===== config.mk =====
export PLATFORM = sky130hd
export DESIGN_NAME = tsr_ctrl
export DESIGN_NICKNAME = d
export VERILOG_FILES = /design/src/rtl/core/timestamp_time_base_rescaler_unit_defines.svh /design/src/rtl/core/tsr_pkg.sv /design/src/rtl/core/tsr_ctrl.sv
export SDC_FILE = /design/constraint.sdc
export NUM_CORES = 1
export LEC_CHECK = 0
export ABC_AREA = 1
export ABC_CLOCK_PERIOD_IN_PS = 3300
export BUFFER_PORTS_ARGS = -buffer_cell sky130_fd_sc_hd__buf_4
export CAP_MARGIN = 40
export CORE_MARGIN = 10
export CORE_UTILIZATION = 54
export DETAILED_ROUTE_END_ITERATION = 8
export HOLD_SLACK_MARGIN = 0.03
export PLACE_DENSITY = 0.82
export SLEW_MARGIN = 20
export SYNTH_ARGS = -nofsm -noshare
export SYNTH_HDL_FRONTEND = slang
export SYNTH_SLANG_ARGS = --single-unit

===== constraint.sdc =====
create_clock -name clk -period 3.3 [get_ports clk]
set_clock_uncertainty 0.15 [all_clocks]
set_input_delay 0.33 -clock clk [delete_from_list [all_inputs] [get_ports clk]]
set_output_delay 0.33 -clock clk [all_outputs]
set_load 0.05 [all_outputs]

===== src/rtl/core/timestamp_time_base_rescaler_unit_defines.svh =====
// Assertion macros for the timestamp rescaler
`ifndef TIMESTAMP_TIME_BASE_RESCALER_UNIT_DEFINES_SVH
`define TIMESTAMP_TIME_BASE_RESCALER_UNIT_DEFINES_SVH

// same-cycle implication
`define TSR_ASSERT_SAME(label, ante, cons, msg) \
    label: assert property (@(posedge clk) disable iff (!rst_n) (ante) |-> (cons)) \
        else $error(msg);

// next-cycle implication
`define TSR_ASSERT_NEXT(label, ante, cons, msg) \
    label: assert property (@(posedge clk) disable iff (!rst_n) (ante) |=> (cons)) \
        else $error(msg);

`endif


===== src/rtl/core/tsr_pkg.sv =====
// Shared types, constants and helpers for the timestamp rescaler
package tsr_pkg;

    localparam int VALUE_WIDTH = 64;
    localparam int DATA_W      = 64;
    localparam int CFG_IDX_W   = 3;
    localparam int DIV_STEPS   = 64;
    localparam int DCNT_W      = 7;
    localparam int MCNT_W      = 3;
    localparam int GK_W        = 7;
    localparam logic [MCNT_W-1:0] MUL_LAST = MCNT_W'(4);
    localparam logic [MCNT_W-1:0] MUL_DONE = MCNT_W'(5);
    localparam logic [DATA_W-1:0] VAL_LIM  = DATA_W'(1) << (VALUE_WIDTH - 1);
    localparam logic [DATA_W-1:0] MAG_LIM  = DATA_W'(1) << (DATA_W - 1);

    typedef enum logic [2:0] {
        ST_OK,
        ST_ZERO_TARGET,
        ST_MUL_OVF,
        ST_DIV_OVF,
        ST_QUOT_WIDE,
        ST_ROUND_OVF,
        ST_SIGNED_OVF
    } status_t;

    typedef enum logic [CFG_IDX_W-1:0] {
        REG_SRC_NUM,
        REG_SRC_DEN,
        REG_TGT_NUM,
        REG_TGT_DEN,
        REG_ROUND_MODE
    } cfg_reg_t;

    typedef enum logic [1:0] {
        RND_ZERO,
        RND_DOWN,
        RND_UP,
        RND_NEAREST
    } round_t;

    typedef enum logic [3:0] {
        STEP_GCD_NUM,
        STEP_GCD_DEN,
        STEP_DIV_SN,
        STEP_DIV_TN,
        STEP_DIV_SD,
        STEP_DIV_TD,
        STEP_MUL_M,
        STEP_MUL_D,
        STEP_MUL_P,
        STEP_DIV_Q
    } step_t;

    typedef enum logic [1:0] {
        UNIT_GCD,
        UNIT_DIV,
        UNIT_MUL
    } unit_t;

    typedef enum logic [2:0] {
        OP_IDLE,
        OP_LOAD,
        OP_START,
        OP_STEP,
        OP_WB,
        OP_FIN,
        OP_ERR,
        OP_EMIT
    } op_t;

    typedef enum logic [2:0] {
        S_IDLE,
        S_CHECK,
        S_START,
        S_RUN,
        S_EVAL,
        S_FIN,
        S_EMIT
    } state_t;

    typedef struct packed {
        op_t     op;
        step_t   step;
        status_t code;
    } tsr_cmd_t;

    typedef struct packed {
        logic done;
        logic zero_tgt;
        logic zero_src;
        logic chk_ovf;
        logic quot_wide;
    } tsr_stat_t;

    function automatic unit_t step_unit(input step_t s);
        unit_t u;
        case (s) inside
            STEP_GCD_NUM, STEP_GCD_DEN:                    u = UNIT_GCD;
            STEP_MUL_M, STEP_MUL_D, STEP_MUL_P:            u = UNIT_MUL;
            default:                                       u = UNIT_DIV;
        endcase
        return u;
    endfunction

    function automatic logic [DATA_W-1:0] sext_value(input logic [DATA_W-1:0] x);
        logic signed [DATA_W-1:0] t;
        t = $signed(x << (DATA_W - VALUE_WIDTH));
        return $unsigned(t >>> (DATA_W - VALUE_WIDTH));
    endfunction

    function automatic logic [DATA_W-1:0] abs_mag(input logic [DATA_W-1:0] v);
        return v[DATA_W-1] ? (~v + DATA_W'(1)) : v;
    endfunction

endpackage


===== src/rtl/core/tsr_ctrl.sv =====
// Sequencing state machine for the timestamp rescaler
module tsr_ctrl (
    input  logic                clk,
    input  logic                rst_n,
    input  logic                in_valid,
    output logic                in_ready,
    output logic                out_valid,
    input  logic                out_ready,
    input  tsr_pkg::tsr_stat_t  stat,
    output tsr_pkg::tsr_cmd_t   cmd
);
    import tsr_pkg::*;

    state_t state_reg, state_next;
    step_t  step_reg, step_next;
    logic   out_valid_reg, out_valid_next;
    logic   step_err;

    always_comb
    begin
        case (step_reg)
            STEP_MUL_M: step_err = stat.chk_ovf;
            STEP_MUL_D: step_err = stat.chk_ovf;
            STEP_MUL_P: step_err = stat.quot_wide;
            default:    step_err = 1'b0;
        endcase
    end

    always_ff @(posedge clk or negedge rst_n)
    begin
        if (!rst_n)
        begin
            state_reg     <= S_IDLE;
            step_reg      <= STEP_GCD_NUM;
            out_valid_reg <= 1'b0;
        end
        else
        begin
            state_reg     <= state_next;
            step_reg      <= step_next;
            out_valid_reg <= out_valid_next;
        end
    end

    // next state
    always_comb
    begin
        state_next = state_reg;
        step_next  = step_reg;
        case (state_reg)
            S_IDLE:
            begin
                if (in_valid)
                    state_next = S_CHECK;
            end
            S_CHECK:
            begin
                step_next = STEP_GCD_NUM;
                if (stat.zero_tgt || stat.zero_src)
                    state_next = S_EMIT;
                else
                    state_next = S_START;
            end
            S_START: state_next = S_RUN;
            S_RUN:
            begin
                if (stat.done)
                    state_next = S_EVAL;
            end
            S_EVAL:
            begin
                if (step_err)
                    state_next = S_EMIT;
                else if (step_reg == STEP_DIV_Q)
                    state_next = S_FIN;
                else
                begin
                    step_next  = step_t'(step_reg + 4'd1);
                    state_next = S_START;
                end
            end
            S_FIN: state_next = S_EMIT;
            S_EMIT:
            begin
                if (!out_valid_reg || out_ready)
                    state_next = S_IDLE;
            end
            default: state_next = S_IDLE;
        endcase
    end

    // outputs
    always_comb
    begin
        cmd.op         = OP_IDLE;
        cmd.step       = step_reg;
        cmd.code       = ST_OK;
        in_ready       = 1'b0;
        out_valid_next = out_valid_reg && !out_ready;
        case (state_reg)
            S_IDLE:
            begin
                in_ready = 1'b1;
                if (in_valid)
                    cmd.op = OP_LOAD;
            end
            S_CHECK:
            begin
                if (stat.zero_tgt)
                begin
                    cmd.op   = OP_ERR;
                    cmd.code = ST_ZERO_TARGET;
                end
                else if (stat.zero_src)
                begin
                    cmd.op   = OP_ERR;
                    cmd.code = ST_OK;
                end
            end
            S_START: cmd.op = OP_START;
            S_RUN:   cmd.op = OP_STEP;
            S_EVAL:
            begin
                if (step_err)
                begin
                    cmd.op = OP_ERR;
                    case (step_reg)
                        STEP_MUL_M: cmd.code = ST_MUL_OVF;
                        STEP_MUL_D: cmd.code = ST_DIV_OVF;
                        default:    cmd.code = ST_QUOT_WIDE;
                    endcase
                end
                else
                    cmd.op = OP_WB;
            end
            S_FIN: cmd.op = OP_FIN;
            S_EMIT:
            begin
                if (!out_valid_reg || out_ready)
                begin
                    cmd.op         = OP_EMIT;
                    out_valid_next = 1'b1;
                end
            end
            default: cmd.op = OP_IDLE;
        endcase
    end

    assign out_valid = out_valid_reg;

endmodule


======== Yosys cells after proc, flatten, opt, wreduce, memory -nomap -nowiden ========
Index checks and enable logic that the tools add are counted.
W data, S select, Z words.
word-level totals
  bits in registers ....................... 8
  output and inout port bits .............. 12
  word-level logic and storage cells ...... 53
  input bits .............................. 9
cells by class
  eq/ne operators ......................... 15
  muxes and demuxes ....................... 24
  $add $sub $neg .......................... 1
  reductions and logical operators ........ 10
operators with widths
  kind                   count
  $pmux W3 S7            2
  $mux W3                10
  $pmux W3 S2            2
  $ne A2 B2 Y1 const B   5
  $eq A3 B3 Y1 const B   3
  $eq A4 B3 Y1 const B   2
  $eq A4 B4 Y1 const B   2
  $mux W4                2
  $pmux W4 S2            1
  $eq A3 B2 Y1 const B   2
  $reduce_and A3 Y1      2
  $mux W1                5
  $add A4 B1 Y4 const B  1
  $eq A3 B1 Y1 const B   1
  $logic_not A3 Y1       1
  $logic_not A1 Y1       2
  $logic_or A1 B1 Y1     2
  $mux W2                1
  $pmux W1 S2            1
  $reduce_bool A2 Y1     1
  $reduce_or A2 Y1       1
  $logic_and A1 B1 Y1    1

======== Longest topological paths before layout ========
  word-level depth ........................ 5
  depth in mapped cells ................... 10
  gate-level depth less buffers ........... 10

======== Least setup slack after synthesis ========
Ideal clock, no wire load.
  path kind ............................... register to output
  from .................................... register state_reg[0]
  to ...................................... output port cmd[7] (netlist bit)
  path buffers ............................ 1
  required time ........................... 2.820 ns
  data arrival time ....................... 2.203 ns
  cell stages (with the launch flop) ...... 5
  setup slack ............................. 0.617 ns
  path through ............................ dfrtp_1 > buf_6 > nor3_1 > a21oi_1 > nand2_1
RTL lines
  item                      RTL line        source
  start: declaration        tsr_ctrl.sv:14  state_t state_reg, state_next;
  start signal: assignment  tsr_ctrl.sv:39  state_reg <= state_next;
  end: declaration          tsr_ctrl.sv:10  output tsr_pkg::tsr_cmd_t cmd

==> flow_summary.yaml <==
clock_tree:
  cts_tree: "yes"
  clk_latency_ns: 0.24
  clk_pin_slew_ns: 0.05
  cts-root-buf: "clkbuf_4"
  cts_max_level: 1
  clk_path_buf_depth: 2
  cts.sinks: 8
  post_cts_buffers: 0
  cts_buffers: 3
die:
  core-area_um2: 1280
  die_x_um: 56.9
  io_pins: 21
  row_count: 13
  die_area_um2: 3240
  die_h_um: 56.9
  start_util_pct: 57.2
finish:
  largest_reg_flops: 4
  final_cells: 136
  n_antenna_cell: 0
  post-route-util_pct: 71.1
  layout-drive-gt1-share_pct: 35.5
  layout_common_cells: "21 x nand2_1, 20 x buf_4, 10 x inv_1, 10 x nor2_1, 9 x nand3_1"
  final_common_cell: "nand2_1"
  area_delta_synth_final_pct: 24.4
  finalNetCount: 136
worst_hold_path:
  hold_class: "in2reg"
  hold_end: "out_valid"
  min_path_cells: 4
  min-delay-start: "out_ready"
synthesis:
  ys_ff_latch: 8
  synth_area_um2: 734
  synth_cell_types: 24
  synth_area_leaders: "dfrtp_1 27%, nand2_1 11%, ha_1 6.8%"
  syn-num-nets: 112
  synthCells: 99
  syn_avg_cell_area_um2: 7.42
  synth.top_cell.area_share_pct: 27.3
  yosysWarnings: 0
  yosys.area.top_type: "dfrtp_1"
  synth_seq_area_share_pct: 27.3
setup_path:
  reg2reg_depth: 8
  reg2reg_from: "step_reg[0]"
  arrival_ns: 1.72
  path_max_fanout: 6
  cp-end-kind: "output pin"
  required_ns: 2.82
  r2r_slack_ns: 1.69
  r2r_end: "state_reg[1]"
  startpoint_type: "register"
  crit_type: "reg2out"
placed_design:
  io_buffers: 20
  dpl_worst_slack_ns: 1.36
  hpwlAfterDp_um: 1460
  finalWeightedCongestion: 0.829
  placed_cells: 132
route:
  wl_per_cell_um: 13.2
  routed_wl_um: 1790
  first_pass_iters: 4
  drtAntennaViolNets: 0
  drt-initial-drc-count: 14
  post-route-drc-count: 0
  vias: 695
  via_per_inst: 5.11
sta:
  tightest_slew_ns: 0.448
  hold_viol_final: 0
  fin_tns_setup_ns: 0
  fmax_mhz: 455
  min_period_ns: 2.20
  slew_viol_final: 0
  grt_setup_unrepaired: "no"
  setup_violations: 0
  fin_crit_sh_pct: 66.6
  fin_ws_ns: 1.10
  max_slew_margin_pct: 70.1
flow_run:
  drv_cap: 0
power:
  p_leak_nw: 0.508
  power_density_nw_per_um2: 909
  ir_worst_vdd_mv: 0.734
grt:
  overflow: 0
  grt_max_degree: 9
  antenna_found_initial: 0
  grt_first_pass_wirelength_um: 3060
  grt_pass1_vias: 737
  gr-usage-all-layers_pct: 11.2
status:
  status: "completed"
[routing by layer]
layer  part of all wire (%)  track usage, %  vias to the layer above
met5                      0               0                        -
met4                   0.67            5.37                        0
met3                    7.7            4.04                        2
met2                     48            19.2                       26
met1                     44            11.6                      305
li1                       -               -                      362
[cells in the mapped netlist (all sizes together)]
cell type / number
buf: 2
nor2: 15
o21ai: 3
inv: 14
dfrtp: 8
nand4: 5
xor2: 1
nand3: 11
ha: 4
xnor2: 1
nand3b: 2
a21oi: 4
nand2: 28
nor3: 1
[stage by stage]
step                total power, mW  hold slack (ns)  cell area, um2
global route                  0.891            0.293             913
detailed placement            0.765         -0.00304             881
global placement              0.753         -0.00254             881
floorplan                     0.641           -0.116             734
CTS                           0.837            0.251             913
finish                        0.830            0.249             913
[where the power goes]
part,internal (mW),switching [mW],total [mW]
Clock,0.0412,0.0270,0.0681
Combinational,0.179,0.381,0.560
Sequential,0.128,0.0730,0.201
Total,0.348,0.481,0.830
[worst max-delay path, stage by stage, from the launching register on]
cell and delay [ns]:
dfrtp_1 0.43, inv_1 0.13, ha_1 0.17, inv_1 0.04, nand2_1 0.07, nand3_2 0.11, nand2_2 0.11, nand2_4 0.08
o21ai_1 0.13, buf_4 0.21
[final cells by class]
cell class / count / area, um2
repair buffers: 21 / 160
fillers: 102 / 372
clock buffers: 3 / 22.5
multi-input cells: 75 / 459
inverters: 14 / 52.6
well taps: 15 / 18.8
flip-flops and latches: 8 / 200
[kinds of logic after synthesis]
kind of cell               Yosys count  share of synthesized area, %
buffers and inverters               16                          10.2
and+or+nand+nor                     62                          46.5
DFF                                  8                          27.3
AOI/OAI and AO/OA                    7                          6.81
xor gates and xnor gates             2                          2.39
adders and majority gates            4                          6.81
[how the worst max path moves through the flow]
stage,slack [ns],startpoint,cells after the start,to
floorplan,0.62,state_reg[0],4,cmd[7]
global placement,1.43,step_reg[1],8,cmd[0]
detailed placement,1.36,step_reg[0],9,cmd[0]
CTS,1.08,step_reg[0],9,cmd[0]
global route,0.92,step_reg[0],9,cmd[0]
finish,1.10,step_reg[0],9,cmd[0]
[timing repair]
action	CTS	global route
hold buffers	1	0
endpoints found under the hold margin	8	0
gates resized for setup	0	0
endpoints found under the setup margin	0	0
Power figures use the tool's default switching activity.
